--- config.mk ---
export PLATFORM = sky130hd
export DESIGN_NAME = deque_with_delete_by_value
export DESIGN_NICKNAME = d
export VERILOG_FILES = /design/src/rtl/dqdel_pkg.sv /design/src/rtl/dqdel_ctrl.sv /design/src/rtl/dqdel_dpath.sv /design/src/rtl/deque_with_delete_by_value.sv
export VERILOG_INCLUDE_DIRS = /design/src /design/src/rtl
export SDC_FILE = /design/constraint.sdc
export NUM_CORES = 2
export LEC_CHECK = 0
export ABC_AREA = 1
export BUFFER_PORTS_ARGS = -buffer_cell sky130_fd_sc_hd__buf_2
export CAP_MARGIN = 30
export CORE_MARGIN = 1.5
export CORE_UTILIZATION = 44
export DETAILED_ROUTE_END_ITERATION = 6
export SLEW_MARGIN = 25
export SYNTH_ARGS = -nofsm -noshare
export SYNTH_HDL_FRONTEND = slang
export SYNTH_SLANG_ARGS = --single-unit
--- constraint.sdc ---
create_clock -name clk -period 5.1 [get_ports clk]
set_input_delay 0.255 -clock clk [delete_from_list [all_inputs] [get_ports clk]]
set_output_delay 0.255 -clock clk [all_outputs]
set_load 0.05 [all_outputs]
--- src/rtl/assert_macros.svh ---
// ----------------------------------------------------------------------------
// Assertion macros
// Shared concurrent assertion forms for the deque block.
// ----------------------------------------------------------------------------
`ifndef ASSERT_MACROS_SVH
`define ASSERT_MACROS_SVH

// same-cycle implication
`define AST_IMPLY(lbl, clk, rst_n, ante, cons) \
	lbl: assert property (@(posedge clk) disable iff (!rst_n) (ante) |-> (cons)) \
		else $error("assertion failed: same-cycle implication");

// next-cycle implication
`define AST_NEXT(lbl, clk, rst_n, ante, cons) \
	lbl: assert property (@(posedge clk) disable iff (!rst_n) (ante) |=> (cons)) \
		else $error("assertion failed: next-cycle implication");

`endif

--- src/rtl/dqdel_pkg.sv ---
// ----------------------------------------------------------------------------
// dqdel_pkg
// Types, codes and defaults shared by the deque controller and datapath.
// ----------------------------------------------------------------------------
package dqdel_pkg;

	localparam int CAPACITY_DEF = 16;

	// command codes; codes 6 and 7 are no-ops
	typedef enum logic [2:0] {
		CMD_INS_HEAD  = 3'd0,
		CMD_INS_TAIL  = 3'd1,
		CMD_DEL_HEAD  = 3'd2,
		CMD_DEL_TAIL  = 3'd3,
		CMD_DEL_VALUE = 3'd4,
		CMD_READ_ALL  = 3'd5
	} cmd_code_t;

	typedef enum logic [1:0] {
		STAT_OK        = 2'd0,
		STAT_EMPTY     = 2'd1,
		STAT_NOT_FOUND = 2'd2,
		STAT_FULL      = 2'd3
	} status_t;

	typedef enum logic [1:0] {
		ST_IDLE,
		ST_EXEC,
		ST_SCAN,
		ST_READ
	} state_t;

	typedef struct packed {
		logic [2:0]         command;
		logic signed [31:0] operand_value;
	} req_t;

	typedef struct packed {
		logic [1:0]         status;
		logic signed [31:0] entry_value;
		logic [4:0]         count_after;
		logic               last_result;
	} rsp_t;

	// controller to datapath
	typedef struct packed {
		logic load;
		logic exec;
		logic scan;
		logic read;
	} dp_ctl_t;

	// datapath to controller
	typedef struct packed {
		logic cnt_zero;
		logic last_step;
	} dp_sts_t;

endpackage

--- src/rtl/dqdel_ctrl.sv ---
// ----------------------------------------------------------------------------
// dqdel_ctrl
// Command sequencer: routes each item to a one-cycle update, a value scan
// or a readout pass, and holds busy until the item is finished.
// ----------------------------------------------------------------------------
`include "assert_macros.svh"

module dqdel_ctrl
	import dqdel_pkg::*;
(
	input  logic       clk,
	input  logic       arst_n,
	input  logic       start,
	input  logic [2:0] command,
	input  dp_sts_t    sts,
	output dp_ctl_t    ctl,
	output logic       busy
);

	state_t state_q, state_d;

	// state register
	always_ff @(posedge clk or negedge arst_n) begin
		if (!arst_n) begin
			state_q <= ST_IDLE;
		end else begin
			state_q <= state_d;
		end
	end

	// next state
	always_comb begin
		state_d = state_q;
		unique case (state_q) inside
			ST_IDLE: begin
				if (start) begin
					if (command == CMD_DEL_VALUE && !sts.cnt_zero) begin
						state_d = ST_SCAN;
					end else if (command == CMD_READ_ALL && !sts.cnt_zero) begin
						state_d = ST_READ;
					end else begin
						state_d = ST_EXEC;
					end
				end
			end
			ST_EXEC: begin
				state_d = ST_IDLE;
			end
			ST_SCAN, ST_READ: begin
				if (sts.last_step) begin
					state_d = ST_IDLE;
				end
			end
			default: begin
				state_d = ST_IDLE;
			end
		endcase
	end

	// outputs
	always_comb begin
		ctl  = '0;
		busy = 1'b1;
		unique case (state_q)
			ST_IDLE: begin
				busy     = 1'b0;
				ctl.load = start;
			end
			ST_EXEC: ctl.exec = 1'b1;
			ST_SCAN: ctl.scan = 1'b1;
			ST_READ: ctl.read = 1'b1;
			default: busy = 1'b1;
		endcase
	end

	`AST_NEXT(a_exec_one_cycle, clk, arst_n, state_q == ST_EXEC, state_q == ST_IDLE)
	`AST_NEXT(a_pass_ends, clk, arst_n, (state_q == ST_SCAN || state_q == ST_READ) && sts.last_step, state_q == ST_IDLE)

endmodule

--- src/rtl/dqdel_dpath.sv ---
// ----------------------------------------------------------------------------
// dqdel_dpath
// Entry shift line, fill count, pass counter and result register.
// ----------------------------------------------------------------------------
`include "assert_macros.svh"

module dqdel_dpath
	import dqdel_pkg::*;
#(
	parameter int CAPACITY = CAPACITY_DEF
) (
	input  logic    clk,
	input  logic    arst_n,
	input  req_t    request,
	input  dp_ctl_t ctl,
	output dp_sts_t sts,
	output logic    done,
	output rsp_t    response
);

	localparam int CW = $clog2(CAPACITY + 1);

	logic signed [31:0] entry_q [CAPACITY];
	logic [2:0]         cmd_q;
	logic signed [31:0] opnd_q;
	logic [CW-1:0]      cnt_q, cnt_d, cnt_m1;
	logic [CW-1:0]      steps_q;
	logic               found_q;
	logic               done_q;
	rsp_t               rsp_q, rsp_d;
	logic               emit;

	logic full, empty, last_step, match;
	logic ins_head, ins_tail, del_head, del_tail, drop_scan, drop, rotate;

	assign full      = (cnt_q == CW'(CAPACITY));
	assign empty     = (cnt_q == '0);
	assign last_step = (steps_q == CW'(1));
	assign cnt_m1    = cnt_q - CW'(1);
	assign match     = (entry_q[0] == opnd_q);

	// decode the update for this cycle
	always_comb begin
		ins_head = 1'b0;
		ins_tail = 1'b0;
		del_head = 1'b0;
		del_tail = 1'b0;
		if (ctl.exec) begin
			unique case (cmd_q)
				CMD_INS_HEAD: ins_head = !full;
				CMD_INS_TAIL: ins_tail = !full;
				CMD_DEL_HEAD: del_head = !empty;
				CMD_DEL_TAIL: del_tail = !empty;
				default: ;
			endcase
		end
	end

	// scan drops the first match, every other head goes to the tail
	assign drop_scan = ctl.scan && !found_q && match;
	assign drop      = del_head || drop_scan;
	assign rotate    = (ctl.scan && !drop_scan) || ctl.read;

	always_comb begin
		cnt_d = cnt_q;
		if (ins_head || ins_tail) begin
			cnt_d = cnt_q + CW'(1);
		end else if (del_head || del_tail || drop_scan) begin
			cnt_d = cnt_m1;
		end
	end

	// entry shift line
	for (genvar i = 0; i < CAPACITY; i++) begin : g_cell
		localparam int PREV = (i == 0) ? 0 : i - 1;
		localparam int NEXT = (i == CAPACITY - 1) ? i : i + 1;
		always_ff @(posedge clk) begin
			if (ins_head) begin
				entry_q[i] <= (i == 0) ? opnd_q : entry_q[PREV];
			end else if (ins_tail && cnt_q == CW'(i)) begin
				entry_q[i] <= opnd_q;
			end else if (drop) begin
				entry_q[i] <= entry_q[NEXT];
			end else if (rotate) begin
				entry_q[i] <= (cnt_m1 == CW'(i)) ? entry_q[0] : entry_q[NEXT];
			end
		end
	end

	// hold the item operands
	always_ff @(posedge clk) begin
		if (ctl.load) begin
			cmd_q  <= request.command;
			opnd_q <= request.operand_value;
		end
	end

	// fill count, pass counter and match flag
	always_ff @(posedge clk or negedge arst_n) begin
		if (!arst_n) begin
			cnt_q   <= '0;
			steps_q <= '0;
			found_q <= 1'b0;
		end else begin
			cnt_q <= cnt_d;
			if (ctl.load) begin
				steps_q <= cnt_q;
				found_q <= 1'b0;
			end else if (ctl.scan || ctl.read) begin
				steps_q <= steps_q - CW'(1);
				found_q <= found_q || drop_scan;
			end
		end
	end

	// build the result
	always_comb begin
		rsp_d             = '0;
		rsp_d.count_after = 5'(cnt_d);
		rsp_d.last_result = 1'b1;
		rsp_d.status      = STAT_OK;
		emit              = 1'b0;
		if (ctl.exec) begin
			emit = 1'b1;
			unique case (cmd_q) inside
				CMD_INS_HEAD, CMD_INS_TAIL: rsp_d.status = full ? STAT_FULL : STAT_OK;
				CMD_DEL_HEAD, CMD_DEL_TAIL: rsp_d.status = empty ? STAT_EMPTY : STAT_OK;
				CMD_DEL_VALUE:              rsp_d.status = STAT_NOT_FOUND;
				CMD_READ_ALL:               rsp_d.status = STAT_EMPTY;
				default:                    rsp_d.status = STAT_OK;
			endcase
		end else if (ctl.scan) begin
			emit         = last_step;
			rsp_d.status = (found_q || drop_scan) ? STAT_OK : STAT_NOT_FOUND;
		end else if (ctl.read) begin
			emit              = 1'b1;
			rsp_d.entry_value = entry_q[0];
			rsp_d.last_result = last_step;
		end
	end

	// result register
	always_ff @(posedge clk or negedge arst_n) begin
		if (!arst_n) begin
			done_q <= 1'b0;
		end else begin
			done_q <= emit;
		end
	end

	always_ff @(posedge clk) begin
		if (emit) begin
			rsp_q <= rsp_d;
		end
	end

	assign done          = done_q;
	assign response      = rsp_q;
	assign sts.cnt_zero  = empty;
	assign sts.last_step = last_step;

	`AST_NEXT(a_readout_burst, clk, arst_n, done_q && !rsp_q.last_result, done_q)
	`AST_IMPLY(a_full_at_cap, clk, arst_n, done_q && rsp_q.status == STAT_FULL, cnt_q == CW'(CAPACITY))
	`AST_IMPLY(a_empty_at_zero, clk, arst_n, done_q && rsp_q.status == STAT_EMPTY, cnt_q == '0)

endmodule

--- src/rtl/deque_with_delete_by_value.sv ---
// ----------------------------------------------------------------------------
// deque_with_delete_by_value
// Bounded ordered list of signed 32-bit entries with head/tail insert and
// delete, delete of the first matching value, and full readout.
// ----------------------------------------------------------------------------
// An item is taken when start is high and busy is low. Inserts, head/tail
// deletes, no-op codes and commands on an empty list pass through an accept
// step, then an update step; delete-by-value and read-all accept, then take
// one pass step per entry held, since the entry shift line moves one entry
// past the head per cycle. Each result shows on response for one cycle with
// done high, in the cycle after its update; the receiver cannot stall, so
// it must take every done. A read-all delivers one result per entry held on
// consecutive cycles, the last one with last_result set. The entry line is
// not cleared at reset; the fill count, pass counter, match flag and done are.
module deque_with_delete_by_value
	import dqdel_pkg::*;
#(
	parameter int CAPACITY = CAPACITY_DEF
) (
	input  logic clk,
	input  logic arst_n,
	input  logic start,
	input  req_t request,
	output logic busy,
	output logic done,
	output rsp_t response
);

	dp_ctl_t ctl;
	dp_sts_t sts;

	dqdel_ctrl u_ctrl (
		.clk     (clk),
		.arst_n  (arst_n),
		.start   (start),
		.command (request.command),
		.sts     (sts),
		.ctl     (ctl),
		.busy    (busy)
	);

	dqdel_dpath #(
		.CAPACITY (CAPACITY)
	) u_dpath (
		.clk      (clk),
		.arst_n   (arst_n),
		.request  (request),
		.ctl      (ctl),
		.sts      (sts),
		.done     (done),
		.response (response)
	);

endmodule
Word-level counts from Yosys, hierarchy flattened
Memories as Yosys holds them, arrays and structs flattened.
Cells that the tools add are included.
Widths: inputs -> output; s select.
{"block": "classes", "n_reduce_logical": 42, "bitwise_logic": 49, "addsub": 3, "muxes": 246, "eq_ne": 45}
{"op": "$mux 32", "n": 64}
{"op": "$mux 1", "n": 168}
{"op": "$eq 5x4->1 const B", "n": 16}
{"op": "$or 1x1->1", "n": 48}
{"op": "$eq 5x3->1 const B", "n": 8}
{"op": "$eq 32x32->1", "n": 1}
{"op": "$logic_and 1x1->1", "n": 21}
{"op": "$eq 5x2->1 const B", "n": 4}
{"op": "$mux 5", "n": 4}
{"op": "$mux 2", "n": 8}
{"op": "$eq 5x1->1 const B", "n": 3}
{"op": "$eq 3x3->1 const B", "n": 4}
{"op": "$logic_not 5->1", "n": 2}
{"op": "$sub 5x1->5 const B", "n": 2}
{"op": "$pmux 2 s4", "n": 1}
{"op": "$logic_or 1x1->1", "n": 7}
{"op": "$eq 3x2->1 const B", "n": 2}
{"op": "$reduce_or 2->1", "n": 3}
{"op": "$add 5x1->5 const B", "n": 1}
{"op": "$eq 5x5->1 const B", "n": 1}
{"op": "$eq 2x2->1 const B", "n": 2}
{"op": "$logic_not 1->1", "n": 4}
{"op": "$pmux 2 s2", "n": 1}
{"op": "$eq 3x1->1 const B", "n": 1}
{"op": "9 further kinds", "n": 9}
{"block": "word_totals", "wordCells": 397, "ramBits": 512, "regBits": 89, "memories": 1}
{"memory": "u_dpath.entry_q", "words": 16, "word_bits": 32, "read_ports": 16, "rd_clocked_by_memory_dff": 0, "wr": 16, "line": "dqdel_dpath.sv:23", "rtl": "logic signed [31:0] entry_q [CAPACITY];"}

Logic depth before layout (Yosys ltp)
{"block": "logic_depth", "ltp_word": 13, "mapped_depth": 16}

Hierarchy
From an unflattened synthesis, not the netlist that was laid out.
{"block": "hier_totals", "cells_unflattened": 5339, "hier_area_um2": 39489.1}
{"module": "dqdel_dpath", "n_inst": 1, "cells_each": 5314, "seq_area_each_um2": 17927.2, "area_per_inst_um2": 39337.7}
{"module": "dqdel_ctrl", "n_inst": 1, "cells_each": 25, "seq_area_each_um2": 50.0, "area_per_inst_um2": 151.4}

Least setup slack after synthesis
Ideal clock, no wire load.
{"block": "synth_path", "path_type": "register -> register", "startpoint": "register u_ctrl.state_q[1]", "endpoint": "register u_dpath.rsp_q, in the netlist u_dpath.response[0], enable pin", "synth_period_minus_slack_ns": 4.320, "path_buffers": 2, "arrival_time_ns": 3.826, "path_slack_ns": 0.780, "path_stages_with_launch": 5, "required_ns": 4.605, "cell_sequence": "dfrtp_1 buf_2 clkbuf_1 inv_1 o21ai_0"}
{"block": "synth_via", "elab_chain_len": 5}
{"item": "start: declaration", "line": "dqdel_ctrl.sv:20", "rtl": "state_t state_q, state_d;"}
{"item": "start signal: assignment", "line": "dqdel_ctrl.sv:27", "rtl": "state_q <= state_d;"}
{"item": "$eq 2x2->1", "line": "dqdel_ctrl.sv:64", "rtl": "unique case (state_q)"}
{"item": "$mux 1", "line": "dqdel_ctrl.sv:64"}
{"item": "$mux 1", "line": "dqdel_dpath.sv:135", "rtl": "end else if (ctl.read) begin"}
{"item": "$mux 1", "line": "dqdel_dpath.sv:132", "rtl": "end else if (ctl.scan) begin"}
{"item": "$mux 1 *", "line": "dqdel_dpath.sv:123", "rtl": "if (ctl.exec) begin"}
{"item": "via u_dpath.emit", "line": "dqdel_dpath.sv:31", "rtl": "logic emit;"}
{"item": "end signal: assignment", "line": "dqdel_dpath.sv:153", "rtl": "rsp_q <= rsp_d;"}
{"item": "end: declaration", "line": "dqdel_dpath.sv:30", "rtl": "rsp_t rsp_q, rsp_d;"}
Mark *: on every way through the listed nets, which the timed path passes. The rest lies on a longest branch.
A chain may end at the register's enable or synchronous reset.

==> results.md <==
- Min-Delay Path Class: in -> reg
- Core Area: 93000 um2
- Max Root-Sink Buffers: 3
- Ports: 80
- Input/output buffers: 79
- Hold Path Sink: u_ctrl.state_q[1]
- Status: completed
- Reg2reg start: u_dpath.entry_q[0][9]
- Leak Pwr: 0.0206 uW
- WHS Path Cells: 3
- Sink Count: 601
- Die area: 95400 um2
- Routed Antenna Nets: 0
- RSZ-0062 raised after global routing: false
- Tmin final: 4.22 ns
- Synthesized cell area: 41200 um2
- H-tree depth: 3
- Max-slew headroom: 34.2%
- Fin crit share: 82.7%
- Clk pin slew, worst setup/hold paths: 0.06 ns
- Final hold vios: 0
- CTS root buf: clkbuf_16
- Ys flop type: edfxtp_1
- Layout Skew: 0.0209 ns
- Largest net degree at the start of global routing: 178
- GRT Util Overall: 32.3%
- Worst EP arrival: 4.60 ns
- HPWL Detailed: 92.0 mm
- WP data required: 5.48 ns
- Synthesis-to-layout area growth: 9.39%
- Worst R2R Path Depth: 12
- CP cell instances: inv_1 -> nand2_1 -> nand2_1 -> nand2_1 -> nor2_1 -> nand2_1 -> nor2_2 -> nand3_4 -> nand2_8 -> nor2_4 -> nand3_2 -> buf_12
- Critical path launch point type: flop
- Final slew viol count: 0
- Setup CP Type: reg -> reg
- EDFF count, synth: 587
- Syn_area_per_cell: 7.25 um2
- Grt ovf: 0
- Endpoint class of the critical path: flop
- Row count: 112
- Least-Margin Pin Slew: 0.983 ns
- Maxcap violations: 0
- Initial antenna violation count: 8
- CTS tree: built
- CP max stage delay: 0.78 ns
- Yosys top cell by area: edfxtp_1
- Initial core utilization: 44.2%
- DRT iter0 DRCs: 6154
- Synth top area share: 42.8%
- Area contributors post-synth: edfxtp_1 43%, nand2_1 19%, o21ai_0 12%, inv_1 5.0%, o211ai_1 4.4%
- Die X: 309 um
- Yosys Warn Count: 0
- Fillers: 9248
- Register bit total from synthesis: 601
- Yosys cell types: 40
- Post-Layout Cell Count: 6813
- Post-synthesis sequential area ratio: 43.7%
- Die height: 309 um
- Setup TNS: 0 ns
- Reg2Reg Setup Slack: 0.88 ns
- Placed insts: 6640
- Largest fanout on the critical path: 31
- Via/cell ratio: 5.86
- Synth Instances: 5674
- Drt total wl: 156 mm
- Vias post-DR: 40000
- Hold path start: start
- Post-Syn Nets: 5722
- Gpl congestion: 0.890
- Drt drc: 0
- Clock latency on the worst-skew pair: 0.64 ns
- First-pass GRT wire length: 231 mm
- Fraction of registers with async set/reset: 2.33%
- TritonCTS Buffers: 73
- Post-cts resize count: 0
- Drt wl/cell: 22.9 um
- Worst vdd ir: 0.457 mV
- Final setup viols: 0
- Most frequent CP cell: nand2_1
- Worst path slowest cell: nand3_2
- Share of layout cells above drive strength 1: 8.14%
- Fmax: 237 MHz
- Final #Nets: 5547
- PwrDens: 730 nW/um2
- Vias in the first global route: 35500
- DRT Pass-1 Iters: 6
- R2R Path End: u_dpath.entry_q[0][74]
[how the worst max path moves through the flow]
stage | startpoint | to | slack [ns] | depth (start not counted)
final | u_dpath.entry_q[0][9] | u_dpath.entry_q[0][74] | 0.88 | 12
after floorplan | u_ctrl.state_q[1] | u_dpath.response[0] | 0.78 | 4
after global placement | u_dpath.entry_q[0][9] | u_dpath.entry_q[0][73] | 1.01 | 12
after detailed placement | u_dpath.entry_q[0][9] | u_dpath.entry_q[0][75] | 0.97 | 12
after global routing | u_dpath.entry_q[0][9] | u_dpath.entry_q[0][74] | 0.73 | 12
after CTS | u_dpath.entry_q[0][9] | u_dpath.entry_q[0][70] | 0.92 | 12
[metrics by stage]
stage / utilization, % / instance area [um2] / hold slack [ns] / power, uW / setup slack (ns)
after floorplan: - / 41200 / -0.0406 / 22300 / 0.780
after global placement: 45.4 / 42200 / 0.179 / 27000 / 1.01
after detailed placement: 45.6 / 42400 / 0.193 / 27400 / 0.970
after CTS: 48.3 / 45000 / 0.0208 / 32600 / 0.924
after global routing: 48.4 / 45000 / 0.0729 / 35200 / 0.733
final: 48.4 / 45000 / 0.0416 / 32900 / 0.882
[state kept, by name, summed over array words and instances (netlist names)]
register	count
u_dpath.found_q	1
u_dpath.response	40
u_dpath.done	1
u_ctrl.state_q	2
u_dpath.cnt_q	5
u_dpath.entry_q	512
u_dpath.cmd_q	3
u_dpath.steps_q	5
u_dpath.opnd_q	32
[kinds of logic (layout without fill, tap and decap cells)]
kind of cell / Yosys count / after routing / share of synthesized area [%]
compound gates: 1400 / 1400 / 20.0
xor+xnor: 23 / 23 / 0.489
fa+ha+maj: 10 / 10 / 0.304
buf+inv: 1071 / 951 / 11.0
flops: 601 / 601 / 43.7
other cells: 0 / 5 / 0
simple gates: 2569 / 2569 / 24.5
[worst max-delay path, delay by kind of cell, from the launching register on]
family | cells | cell delay (ns)
AND/OR/NAND/NOR | 10 | 2.63
flip-flops | 1 | 0.66
buffers and inverters | 2 | 0.63
[power by group]
group,total [uW],internal [uW],leakage [uW],switching (uW)
combinational,16500,5240,0.0137,11300
clock,5110,2820,0.00108,2290
sequential,11200,9440,0.00583,1800
[Yosys cell counts, types with 7 or more instances]
cell,n
nand2_1,2040
o21ai_0,948
edfxtp_1,587
inv_1,552
nor2_1,251
clkbuf_1,240
o211ai_1,240
nand3_1,218
buf_2,172
o22ai_1,127
o22ai_2,60
nand4_1,34
buf_1,27
buf_4,27
buf_6,23
xnor2_1,21
inv_2,19
dfrtp_1,14
nor3_1,14
ha_1,10
o21ai_1,10
clkinv_2,9
a21oi_1,7
[area by class of cell]
class                   count  area (um2)  area share, %
diodes                      5        12.5         0.0278
clock buffers              90        1910           4.25
clock inverters            40         309          0.686
inverters                 580        2190           4.87
multi-input cells        4002       18900           41.9
flip-flops and latches    601       18000           39.9
well taps                1254        1570           3.48
repair buffers            241        2180           4.83
[what timing repair did]
action                                 4_1_cts  5_1_grt
buffers inserted                             0        0
setup endpoints to repair                    0        0
hold buffers                                36        0
endpoints found under the hold margin       51        0
[layout by cell type, fill, tap and decap left out, types with 14 or more instances in the layout]
cell           instances
nand4_1               34
o22ai_2               60
clkinv_2              22
nand2_2               26
inv_1                550
edfxtp_1             587
clkbuf_1              16
nand2_1             2011
nand3_2               16
buf_2                 79
xnor2_1               21
buf_12                30
clkinv_1              15
o22ai_1              127
o21ai_0              947
buf_4                 91
o211ai_1             240
clkbuf_16             74
nor2_1               250
nand3_1              203
nor3_1                14
inv_2                 19
dlygate4sd3_1         36
[layer usage]
metal / vias to the layer above / wire [um] / share of wire, % / global-route usage (%)
li1: 18500 / - / - / -
met1: 18800 / 62200 / 40 / 44.4
met2: 2271 / 68000 / 44 / 49.8
met3: 440 / 17300 / 11 / 5.07
met4: 4 / 8270 / 5.3 / 15.6
met5: - / 25 / 0.016 / 0
Power figures use the tool's default switching activity.
